[src/rtl/sgm_pcs_pkg.sv]
`default_nettype none

package sgm_pcs_pkg;

    // Field widths fixed by the interface.
    localparam int DISP_W     = 7;
    localparam int COST_IN_W  = 16;
    localparam int INT_W      = 8;
    localparam int NEAR_W     = 10;
    localparam int FAR_W      = 16;
    localparam int DCNT_W     = 8;
    localparam int CFG_IDX_W  = 2;
    localparam int CFG_DATA_W = 16;
    localparam int DIV_CNT_W  = $clog2(FAR_W);

    // Configuration register indexes.
    localparam logic [CFG_IDX_W-1:0] CFG_NEAR_PENALTY    = 2'd0;
    localparam logic [CFG_IDX_W-1:0] CFG_FAR_NUMERATOR   = 2'd1;
    localparam logic [CFG_IDX_W-1:0] CFG_DISPARITY_COUNT = 2'd2;

    // Register values after reset.
    localparam logic [NEAR_W-1:0] NEAR_RESET = 10'd30;
    localparam logic [FAR_W-1:0]  FAR_RESET  = 16'd38250;
    localparam logic [DCNT_W-1:0] DCNT_RESET = 8'd64;

    typedef struct packed {
        logic             start;
        logic [FAR_W-1:0] num;
        logic [INT_W-1:0] den;
    } t_div_req;

    typedef struct packed {
        logic             busy;
        logic [FAR_W-1:0] quo;
    } t_div_rsp;

endpackage

`default_nettype wire

[src/rtl/sgm_pcs_div.sv]
`default_nettype none

module sgm_pcs_div
    import sgm_pcs_pkg::*;
(
    input  wire           i_clk,
    input  wire           i_rst_n,
    input  wire t_div_req i_req,
    output t_div_rsp      o_rsp
);

    logic                 r_busy;
    logic [DIV_CNT_W-1:0] r_cnt;
    logic [FAR_W-1:0]     r_quo;
    logic [INT_W-1:0]     r_rem;
    logic [INT_W-1:0]     r_den;

    logic [INT_W:0]   trial;
    logic             ge;
    logic [INT_W-1:0] n_rem;

    // Restoring division: the numerator shifts out of the top of the quotient
    // register while quotient bits enter at the bottom, one bit per cycle.
    always_comb begin
        trial = {r_rem, r_quo[FAR_W-1]};
        ge    = trial >= {1'b0, r_den};
        if (ge) begin
            n_rem = INT_W'(trial - {1'b0, r_den});
        end else begin
            n_rem = trial[INT_W-1:0];
        end
    end

    always_ff @(posedge i_clk) begin
        if (!i_rst_n) begin
            r_busy <= 1'b0;
            r_cnt  <= '0;
        end else if (i_req.start) begin
            r_busy <= 1'b1;
            r_cnt  <= DIV_CNT_W'(FAR_W - 1);
        end else if (r_busy) begin
            r_cnt <= r_cnt - DIV_CNT_W'(1);
            if (r_cnt == '0) begin
                r_busy <= 1'b0;
            end
        end
    end

    always_ff @(posedge i_clk) begin
        if (i_req.start) begin
            r_quo <= i_req.num;
            r_rem <= '0;
            r_den <= i_req.den;
        end else if (r_busy) begin
            r_quo <= {r_quo[FAR_W-2:0], ge};
            r_rem <= n_rem;
        end
    end

    assign o_rsp.busy = r_busy;
    assign o_rsp.quo  = r_quo;

endmodule

`default_nettype wire

[src/rtl/sgm_pcs_row_mem.sv]
`default_nettype none

module sgm_pcs_row_mem #(
    parameter int DEPTH  = 128,
    parameter int DATA_W = 16,
    parameter int ADDR_W = 7
) (
    input  wire               i_clk,
    input  wire               i_we,
    input  wire  [ADDR_W-1:0] i_waddr,
    input  wire  [DATA_W-1:0] i_wdata,
    input  wire               i_re,
    input  wire  [ADDR_W-1:0] i_raddr0,
    input  wire  [ADDR_W-1:0] i_raddr1,
    output logic [DATA_W-1:0] o_rdata0,
    output logic [DATA_W-1:0] o_rdata1
);

    logic [DATA_W-1:0] r_mem [DEPTH];

    always_ff @(posedge i_clk) begin
        if (i_we) begin
            r_mem[i_waddr] <= i_wdata;
        end
    end

    // Read data is registered and held until the next read.
    always_ff @(posedge i_clk) begin
        if (i_re) begin
            o_rdata0 <= r_mem[i_raddr0];
            o_rdata1 <= r_mem[i_raddr1];
        end
    end

endmodule

`default_nettype wire

[src/rtl/sgm_path_cost_step.sv]
`default_nettype none

// Channel   Direction  Handshake                  Payload
// in        input      i_in_valid / o_in_stall    path_start, disparity_index,
//                                                 matching_cost, intensity
// out       output     o_out_valid / i_out_stall  path_cost, result_disparity,
//                                                 pixel_done
// cfg       input      i_cfg_we                   i_cfg_index, i_cfg_data
//
// Costs stream at one a cycle unless the divider or an output stall holds the
// compute stage. A disparity 0 item with a changed intensity holds the compute
// stage while the bit-serial divider forms the jump penalty.
// The previous row lives in a two-read, one-write memory; a write in the cycle
// of a read to the same entry is forwarded.
// Reset is synchronous and clears control state and registers; the row memory
// is not cleared. An output stall holds the compute stage and then the input.

module sgm_path_cost_step
    import sgm_pcs_pkg::*;
#(
    parameter int MAX_DISPARITY = 128,
    parameter int COST_BITS     = 16
) (
    input  wire                   i_clk,
    input  wire                   i_rst_n,
    input  wire                   i_cfg_we,
    input  wire  [CFG_IDX_W-1:0]  i_cfg_index,
    input  wire  [CFG_DATA_W-1:0] i_cfg_data,
    input  wire                   i_in_valid,
    output logic                  o_in_stall,
    input  wire                   i_path_start,
    input  wire  [DISP_W-1:0]     i_disparity_index,
    input  wire  [COST_IN_W-1:0]  i_matching_cost,
    input  wire  [INT_W-1:0]      i_intensity,
    output logic                  o_out_valid,
    input  wire                   i_out_stall,
    output logic [COST_IN_W-1:0]  o_path_cost,
    output logic [DISP_W-1:0]     o_result_disparity,
    output logic                  o_pixel_done
);

    localparam int AW    = (MAX_DISPARITY > 1) ? $clog2(MAX_DISPARITY) : 1;
    localparam int CNT_W = $clog2(MAX_DISPARITY + 1);
    localparam int CMP_W = (CNT_W > DCNT_W) ? CNT_W : DCNT_W;
    localparam int CIN_W = (COST_BITS > COST_IN_W) ? COST_BITS : COST_IN_W;
    localparam int SW    = CIN_W + 1;
    localparam logic [COST_BITS-1:0] COST_MAX = {COST_BITS{1'b1}};

    // Configuration registers.
    logic [NEAR_W-1:0] r_near;
    logic [FAR_W-1:0]  r_far;
    logic [DCNT_W-1:0] r_dcount;

    // Path state.
    logic [COST_BITS-1:0] r_prev_min;
    logic [COST_BITS-1:0] r_run_min;
    logic [INT_W-1:0]     r_prev_int;
    logic [COST_BITS-1:0] r_held;
    logic [COST_BITS-1:0] r_jump;
    logic                 r_first;

    // Compute stage.
    logic                 r_b_valid;
    logic                 r_b_start;
    logic [DISP_W-1:0]    r_b_d;
    logic [COST_BITS-1:0] r_b_cost;
    logic                 r_b_oor;
    logic                 r_b_d0;
    logic                 r_b_right;
    logic                 r_b_last;
    logic                 r_b_dz;
    logic                 r_fwd0;
    logic                 r_fwd1;
    logic [COST_BITS-1:0] r_fwd_data;

    // Output register.
    logic                 r_out_valid;
    logic [COST_IN_W-1:0] r_out_cost;
    logic [DISP_W-1:0]    r_out_d;
    logic                 r_out_done;

    logic [CMP_W-1:0]     n_use;
    logic [CMP_W-1:0]     d_ext;
    logic [CMP_W-1:0]     d_inc;
    logic                 in_acc;
    logic                 in_range;
    logic                 is_d0;
    logic [INT_W-1:0]     delta;
    logic [CIN_W-1:0]     cost_ext;
    logic [COST_BITS-1:0] cost_in;
    logic [AW-1:0]        raddr0;
    logic [AW-1:0]        raddr1;
    logic [AW-1:0]        waddr;
    logic                 mem_we;
    logic [COST_BITS-1:0] rdata0;
    logic [COST_BITS-1:0] rdata1;
    logic                 b_done;
    t_div_req             div_req;
    t_div_rsp             div_rsp;

    logic [COST_BITS-1:0] prev_d;
    logic [COST_BITS-1:0] prev_d1;
    logic                 first_eff;
    logic [COST_BITS-1:0] pmin_eff;
    logic [COST_BITS-1:0] run_eff;
    logic [COST_BITS-1:0] jp_eff;
    logic [COST_BITS-1:0] jump_new;
    logic [COST_BITS-1:0] lr;
    logic [CIN_W-1:0]     lr_w;

    // Configuration port.
    always_ff @(posedge i_clk) begin
        if (!i_rst_n) begin
            r_near   <= NEAR_RESET;
            r_far    <= FAR_RESET;
            r_dcount <= DCNT_RESET;
        end else if (i_cfg_we) begin
            unique case (i_cfg_index)
                CFG_NEAR_PENALTY:    r_near   <= i_cfg_data[NEAR_W-1:0];
                CFG_FAR_NUMERATOR:   r_far    <= i_cfg_data[FAR_W-1:0];
                CFG_DISPARITY_COUNT: r_dcount <= i_cfg_data[DCNT_W-1:0];
                default: ;
            endcase
        end
    end

    // Disparities in use: a count of zero acts as one, and the count is capped
    // at the row depth.
    always_comb begin
        if (r_dcount == '0) begin
            n_use = CMP_W'(1);
        end else if (CMP_W'(r_dcount) > CMP_W'(MAX_DISPARITY)) begin
            n_use = CMP_W'(MAX_DISPARITY);
        end else begin
            n_use = CMP_W'(r_dcount);
        end
    end

    assign d_ext    = CMP_W'(i_disparity_index);
    assign d_inc    = d_ext + CMP_W'(1);
    assign in_range = d_ext < n_use;
    assign is_d0    = i_disparity_index == '0;
    assign delta    = (i_intensity > r_prev_int) ? (i_intensity - r_prev_int)
                                                 : (r_prev_int - i_intensity);
    assign cost_ext = CIN_W'(i_matching_cost);
    assign cost_in  = (cost_ext > CIN_W'(COST_MAX)) ? COST_MAX : COST_BITS'(cost_ext);

    assign b_done     = r_b_valid && !div_rsp.busy && (!r_out_valid || !i_out_stall);
    assign o_in_stall = r_b_valid && !b_done;
    assign in_acc     = i_in_valid && !o_in_stall;

    assign div_req.start = in_acc && in_range && is_d0 && (delta != '0);
    assign div_req.num   = r_far;
    assign div_req.den   = delta;

    sgm_pcs_div u_div (
        .i_clk   (i_clk),
        .i_rst_n (i_rst_n),
        .i_req   (div_req),
        .o_rsp   (div_rsp)
    );

    assign raddr0 = AW'(i_disparity_index);
    assign raddr1 = AW'(d_inc);
    assign waddr  = AW'(r_b_d);
    assign mem_we = b_done && !r_b_oor;

    sgm_pcs_row_mem #(
        .DEPTH  (MAX_DISPARITY),
        .DATA_W (COST_BITS),
        .ADDR_W (AW)
    ) u_row_mem (
        .i_clk    (i_clk),
        .i_we     (mem_we),
        .i_waddr  (waddr),
        .i_wdata  (lr),
        .i_re     (in_acc),
        .i_raddr0 (raddr0),
        .i_raddr1 (raddr1),
        .o_rdata0 (rdata0),
        .o_rdata1 (rdata1)
    );

    // Jump penalty for a new pixel: equal intensities give the maximum cost,
    // and the penalty never falls below the near penalty.
    always_comb begin
        logic [CIN_W-1:0] far_ext;
        logic [CIN_W-1:0] near_ext;
        far_ext  = r_b_dz ? CIN_W'(COST_MAX) : CIN_W'(div_rsp.quo);
        near_ext = CIN_W'(r_near);
        if (far_ext < near_ext) begin
            far_ext = near_ext;
        end
        jump_new = (far_ext > CIN_W'(COST_MAX)) ? COST_MAX : COST_BITS'(far_ext);
    end

    assign prev_d    = r_fwd0 ? r_fwd_data : rdata0;
    assign prev_d1   = r_fwd1 ? r_fwd_data : rdata1;
    assign first_eff = r_b_d0 ? r_b_start : r_first;
    assign pmin_eff  = r_b_d0 ? r_run_min : r_prev_min;
    assign run_eff   = r_b_d0 ? COST_MAX : r_run_min;
    assign jp_eff    = r_b_d0 ? jump_new : r_jump;

    always_comb begin
        logic [SW-1:0] best;
        logic [SW-1:0] c_left;
        logic [SW-1:0] c_right;
        logic [SW-1:0] c_jump;
        logic [SW-1:0] diff;
        logic [SW-1:0] sum;
        c_left  = SW'(r_held) + SW'(r_near);
        c_right = SW'(prev_d1) + SW'(r_near);
        c_jump  = SW'(pmin_eff) + SW'(jp_eff);
        best    = SW'(prev_d);
        if (!r_b_d0 && (c_left < best)) begin
            best = c_left;
        end
        if (r_b_right && (c_right < best)) begin
            best = c_right;
        end
        if (c_jump < best) begin
            best = c_jump;
        end
        // A candidate below the old minimum only arises from disordered input.
        diff = (best >= SW'(pmin_eff)) ? (best - SW'(pmin_eff)) : '0;
        sum  = SW'(r_b_cost) + diff;
        if (first_eff) begin
            lr = r_b_cost;
        end else if (sum > SW'(COST_MAX)) begin
            lr = COST_MAX;
        end else begin
            lr = COST_BITS'(sum);
        end
    end

    assign lr_w = CIN_W'(lr);

    // Compute stage control.
    always_ff @(posedge i_clk) begin
        if (!i_rst_n) begin
            r_b_valid <= 1'b0;
        end else if (in_acc) begin
            r_b_valid <= 1'b1;
        end else if (b_done) begin
            r_b_valid <= 1'b0;
        end
    end

    always_ff @(posedge i_clk) begin
        if (!i_rst_n) begin
            r_fwd0 <= 1'b0;
            r_fwd1 <= 1'b0;
        end else if (in_acc) begin
            r_fwd0 <= mem_we && (waddr == raddr0);
            r_fwd1 <= mem_we && (waddr == raddr1);
        end
    end

    always_ff @(posedge i_clk) begin
        if (in_acc) begin
            r_b_start  <= i_path_start;
            r_b_d      <= i_disparity_index;
            r_b_cost   <= cost_in;
            r_b_oor    <= !in_range;
            r_b_d0     <= is_d0;
            r_b_right  <= d_inc < n_use;
            r_b_last   <= d_inc == n_use;
            r_b_dz     <= delta == '0;
            r_fwd_data <= lr;
        end
    end

    // Path state.
    always_ff @(posedge i_clk) begin
        if (!i_rst_n) begin
            r_prev_min <= '0;
            r_run_min  <= COST_MAX;
            r_prev_int <= '0;
            r_held     <= COST_MAX;
            r_jump     <= COST_MAX;
            r_first    <= 1'b1;
        end else begin
            if (in_acc && in_range && is_d0) begin
                r_prev_int <= i_intensity;
            end
            if (mem_we) begin
                r_held    <= prev_d;
                r_run_min <= (lr < run_eff) ? lr : run_eff;
                if (r_b_d0) begin
                    r_first    <= r_b_start;
                    r_prev_min <= r_run_min;
                    r_jump     <= jump_new;
                end
            end
        end
    end

    // Output register.
    always_ff @(posedge i_clk) begin
        if (!i_rst_n) begin
            r_out_valid <= 1'b0;
        end else if (b_done) begin
            r_out_valid <= 1'b1;
        end else if (!i_out_stall) begin
            r_out_valid <= 1'b0;
        end
    end

    always_ff @(posedge i_clk) begin
        if (b_done) begin
            r_out_cost <= r_b_oor ? '0 : lr_w[COST_IN_W-1:0];
            r_out_d    <= r_b_d;
            r_out_done <= !r_b_oor && r_b_last;
        end
    end

    assign o_out_valid        = r_out_valid;
    assign o_path_cost        = r_out_cost;
    assign o_result_disparity = r_out_d;
    assign o_pixel_done       = r_out_done;

    a_div_only_pixel_start: assert property (@(posedge i_clk) disable iff (!i_rst_n)
        div_rsp.busy |-> (r_b_valid && r_b_d0))
        else $error("divider busy without a pixel start in the compute stage");

    a_run_min_falls: assert property (@(posedge i_clk) disable iff (!i_rst_n)
        (mem_we && !r_b_d0) |=> (r_run_min <= $past(r_run_min)))
        else $error("running minimum rose within a pixel");

    a_full_holds_input: assert property (@(posedge i_clk) disable iff (!i_rst_n)
        (r_out_valid && i_out_stall && r_b_valid) |-> o_in_stall)
        else $error("item taken while compute stage and output are both full");

    a_forward_taken: assert property (@(posedge i_clk) disable iff (!i_rst_n)
        (in_acc && mem_we && (waddr == raddr0)) |=> (r_fwd0 && r_fwd_data == $past(lr)))
        else $error("write to the entry being read was not forwarded");

endmodule

`default_nettype wire

[config.mk]
export PLATFORM = sky130hd
export DESIGN_NAME = sgm_path_cost_step
export DESIGN_NICKNAME = d
export VERILOG_FILES = /design/src/rtl/sgm_pcs_pkg.sv /design/src/rtl/sgm_pcs_div.sv /design/src/rtl/sgm_pcs_row_mem.sv /design/src/rtl/sgm_path_cost_step.sv
export SDC_FILE = /design/constraint.sdc
export NUM_CORES = 2
export LEC_CHECK = 0
export BUFFER_PORTS_ARGS = -buffer_cell sky130_fd_sc_hd__buf_2
export CAP_MARGIN = 10
export CORE_ASPECT_RATIO = 2
export CORE_MARGIN = 2
export CORE_UTILIZATION = 50
export DETAILED_ROUTE_END_ITERATION = 12
export GPL_ROUTABILITY_DRIVEN = 0
export PLACE_DENSITY = 0.76
export SLEW_MARGIN = 20
export SYNTH_ARGS = -nofsm -noshare
export SYNTH_HDL_FRONTEND = slang
export SYNTH_SLANG_ARGS = --single-unit
[constraint.sdc]
create_clock -name i_clk -period 17.4 [get_ports i_clk]
set_clock_uncertainty 0.2 [all_clocks]
set_input_delay 0.87 -clock i_clk [delete_from_list [all_inputs] [get_ports i_clk]]
set_output_delay 0.87 -clock i_clk [all_outputs]
set_load 0.02 [all_outputs]
==> impl_metrics.ini <==
[clock_network]
ctsRootBufferMaster = clkbuf_16
cts.path.max_buffers = 4
clock_latency_ns = 0.89
cts_tree = built
cts_buffers = 207
htree_levels = 4
clkSinkCount = 2297
clkSlewWorstSetupHoldPaths_ns = 0.07

[cells_and_area]
syn2layout_area_growth_pct = 10.8
nNetsFinal = 6314
finalNonFillerCells = 9208
fill_cells = 16264
drive_above_1_share_pct = 34.7

[floorplanning]
initial_utilization_pct = 50.1
io_pins = 81
fp.dieH_um = 671
rows = 245
die_area_mm2 = 0.227
coreArea_mm2 = 0.222
fp.dieW_um = 338

[sta]
report.final.slew_viol_count = 0
hold_viol = 0
setup-violations-final = 0
fmax_mhz = 61.4
worst_slew_pin_slew_ns = 1.24
slew_headroom_pct = 17.1
final.period_utilization_pct = 93.5
period_minus_slack_ns = 16.27
fin_tns_setup_ns = 0

[global_route]
overflow = 0
grt_pass1_vias = 66040
grt_pass1_wl_mm = 467
grt_max_degree = 144
antenna_found_initial = 26
track_usage_pct = 28.9

[synth]
synth_cells = 5939
yosysTopAreaCellShare_pct = 58.6
synth_seq_cells = 2297
yosysWarnings = 0
synth_common_cells = 2173 x edfxtp_1, 1309 x mux4_2, 342 x nand2_1, 281 x clkbuf_1, 238 x nor2_1
synthArstFlopShare_pct = 0
post-synth-top-count-cell = edfxtp_1
syn_nets = 6182
syn_area_mm2 = 0.111
synth-seq-area-share_pct = 60.9
ys_types = 81
synth_top_area_cell = edfxtp_1
yosys-top-cells-area = edfxtp_1 59%, mux4_2 26%, dfxtp_1 2.2%
syn_area_per_cell_um2 = 18.7
synth-main-ff-cell = edfxtp_1
synth-edff-count = 2173

[hold_path]
hp-class = in -> reg

[setup_path]
crit_slowest_cell = o31a_1
cp.arrival_ns = 16.83
critPathMaxFanout = 31
required_ns = 17.96
start_kind = flop
cpPeakStageDelay_ns = 0.54
crit_top_cell = a21o_1
endpoint_kind = flop
path_class = reg -> reg

[route]
antenna_left = 0
drtPass1Iterations = 5
drc = 0
avgViaCountPerCell = 7.20
drtIter0Drc = 10283
wire_per_inst_um = 35.6
num_vias = 66288
wl_mm = 327

[flow_run]
cap_violations = 0

[placement]
dpl.hpwl_mm = 198
io_buffers = 80
place_inst = 8802

[pwr]
p_leak_nw = 39.7
irDropWorstVdd_uv = 229
powerDensity_mw_per_mm2 = 136

[run_status]
status = completed
[per-stage QoR]
| stage | power, mW | instance area, um2 | util (%) | hold slack [ns] | setup slack [ns] |
|---|---|---|---|---|---|
| floorplan | 10.5 | 111000 | - | 0.224 | 0.682 |
| global placement | 11.9 | 116000 | 52.4 | 0.253 | 1.07 |
| detailed placement | 12.1 | 116000 | 52.4 | 0.263 | 0.727 |
| CTS | 16.7 | 123000 | 55.5 | 0.0164 | 0.692 |
| global route | 17.2 | 123000 | 55.5 | 0.0446 | -0.00249 |
| finish | 16.8 | 123000 | 55.5 | 0.0386 | 1.13 |
[kinds of logic (layout without fill, tap and decap cells)]
family	count (synthesis)	in the layout	share of synthesized area, %
buffers and inverters	524	817	1.79
AND/OR/NAND/NOR	920	920	3.77
adder cells (fa/ha/maj)	188	188	2.17
XOR/XNOR	94	94	0.740
flip-flops	2297	2297	60.9
AO/OA/AOI/OAI	470	470	2.91
multiplexers	1445	1445	27.8
other	1	13	0.00337
[flip-flops by register name, summed over array words and instances (netlist names), 4 cells and up]
name / count
o_path_cost: 16
o_result_disparity: 7
r_b_cost: 16
r_b_d: 7
r_dcount: 8
r_far: 16
r_fwd_data: 16
r_held: 16
r_jump: 16
r_near: 10
r_prev_int: 8
r_prev_min: 16
r_run_min: 16
u_div.r_cnt: 4
u_div.r_den: 8
u_div.r_quo: 16
u_div.r_rem: 8
u_row_mem.o_rdata0: 16
u_row_mem.o_rdata1: 16
u_row_mem.r_mem: 2048
[layout make-up]
type	instances	area, um2	share of cell area (%)
Sequential cell	2297	67700	54.9
Multi-Input combinational cell	3118	42200	34.2
Clock buffer	236	5370	4.36
Tap cell	2964	3710	3.01
Timing Repair Buffer	329	2520	2.04
Clock inverter	134	1290	1.05
Inverter	118	447	0.362
Antenna cell	12	30.0	0.0244
[final timing paths]
check | start | to | slack [ns] | cells after the start
worst max-delay path | r_near[1] | r_run_min[7] | 1.13 | 70
worst min-delay path | i_in_valid | r_b_valid | 0.04 | 2
worst max register to register | r_near[1] | r_run_min[7] | 1.13 | 70
worst min register to register | r_far[9] | r_far[9] | 0.27 | 2
[cells in the final DEF, fill, tap and decap left out, types with 61 or more instances in the layout]
cell type  instances
mux4_2          1309
nand3_1          118
edfxtp_1        2173
buf_4            222
dfxtp_1          123
buf_2             74
a21oi_1           79
o21ai_0          103
nand2_1          340
mux2i_1           90
nor2_1           109
clkbuf_16        211
nor2_2           124
inv_1            114
xnor2_1           61
ha_1             179
[report_power, final]
group          internal (mW)  leakage (nW)  switching (mW)
clock network           2.56          3.25            2.05
registers               7.52          20.5          0.0537
logic                   1.32          15.9            3.26
[critical path, delay by kind of cell (launching register included)]
family / cells / cell delay [ns]
AO/OA/AOI/OAI: 42 / 9.00
buffers and inverters: 2 / 0.28
AND/OR/NAND/NOR: 17 / 3.82
XOR/XNOR: 1 / 0.25
flip-flops: 1 / 0.34
adder cells (fa/ha/maj): 8 / 2.28
[timing repair]
item,4_1_cts,5_1_grt
hold endpoints to repair,17,0
hold buffers,17,0
resized for setup,0,3
setup buffers,0,6
endpoints found under the setup margin,0,1030
[per-layer routing]
metal | wire length [um] | track usage (%)
met3 | 39700 | 6.83
met2 | 156000 | 45.0
met1 | 107000 | 36.5
met5 | 169 | 0.195
met4 | 25100 | 18.1
Note: power is estimated with default switching activity, not from simulation.
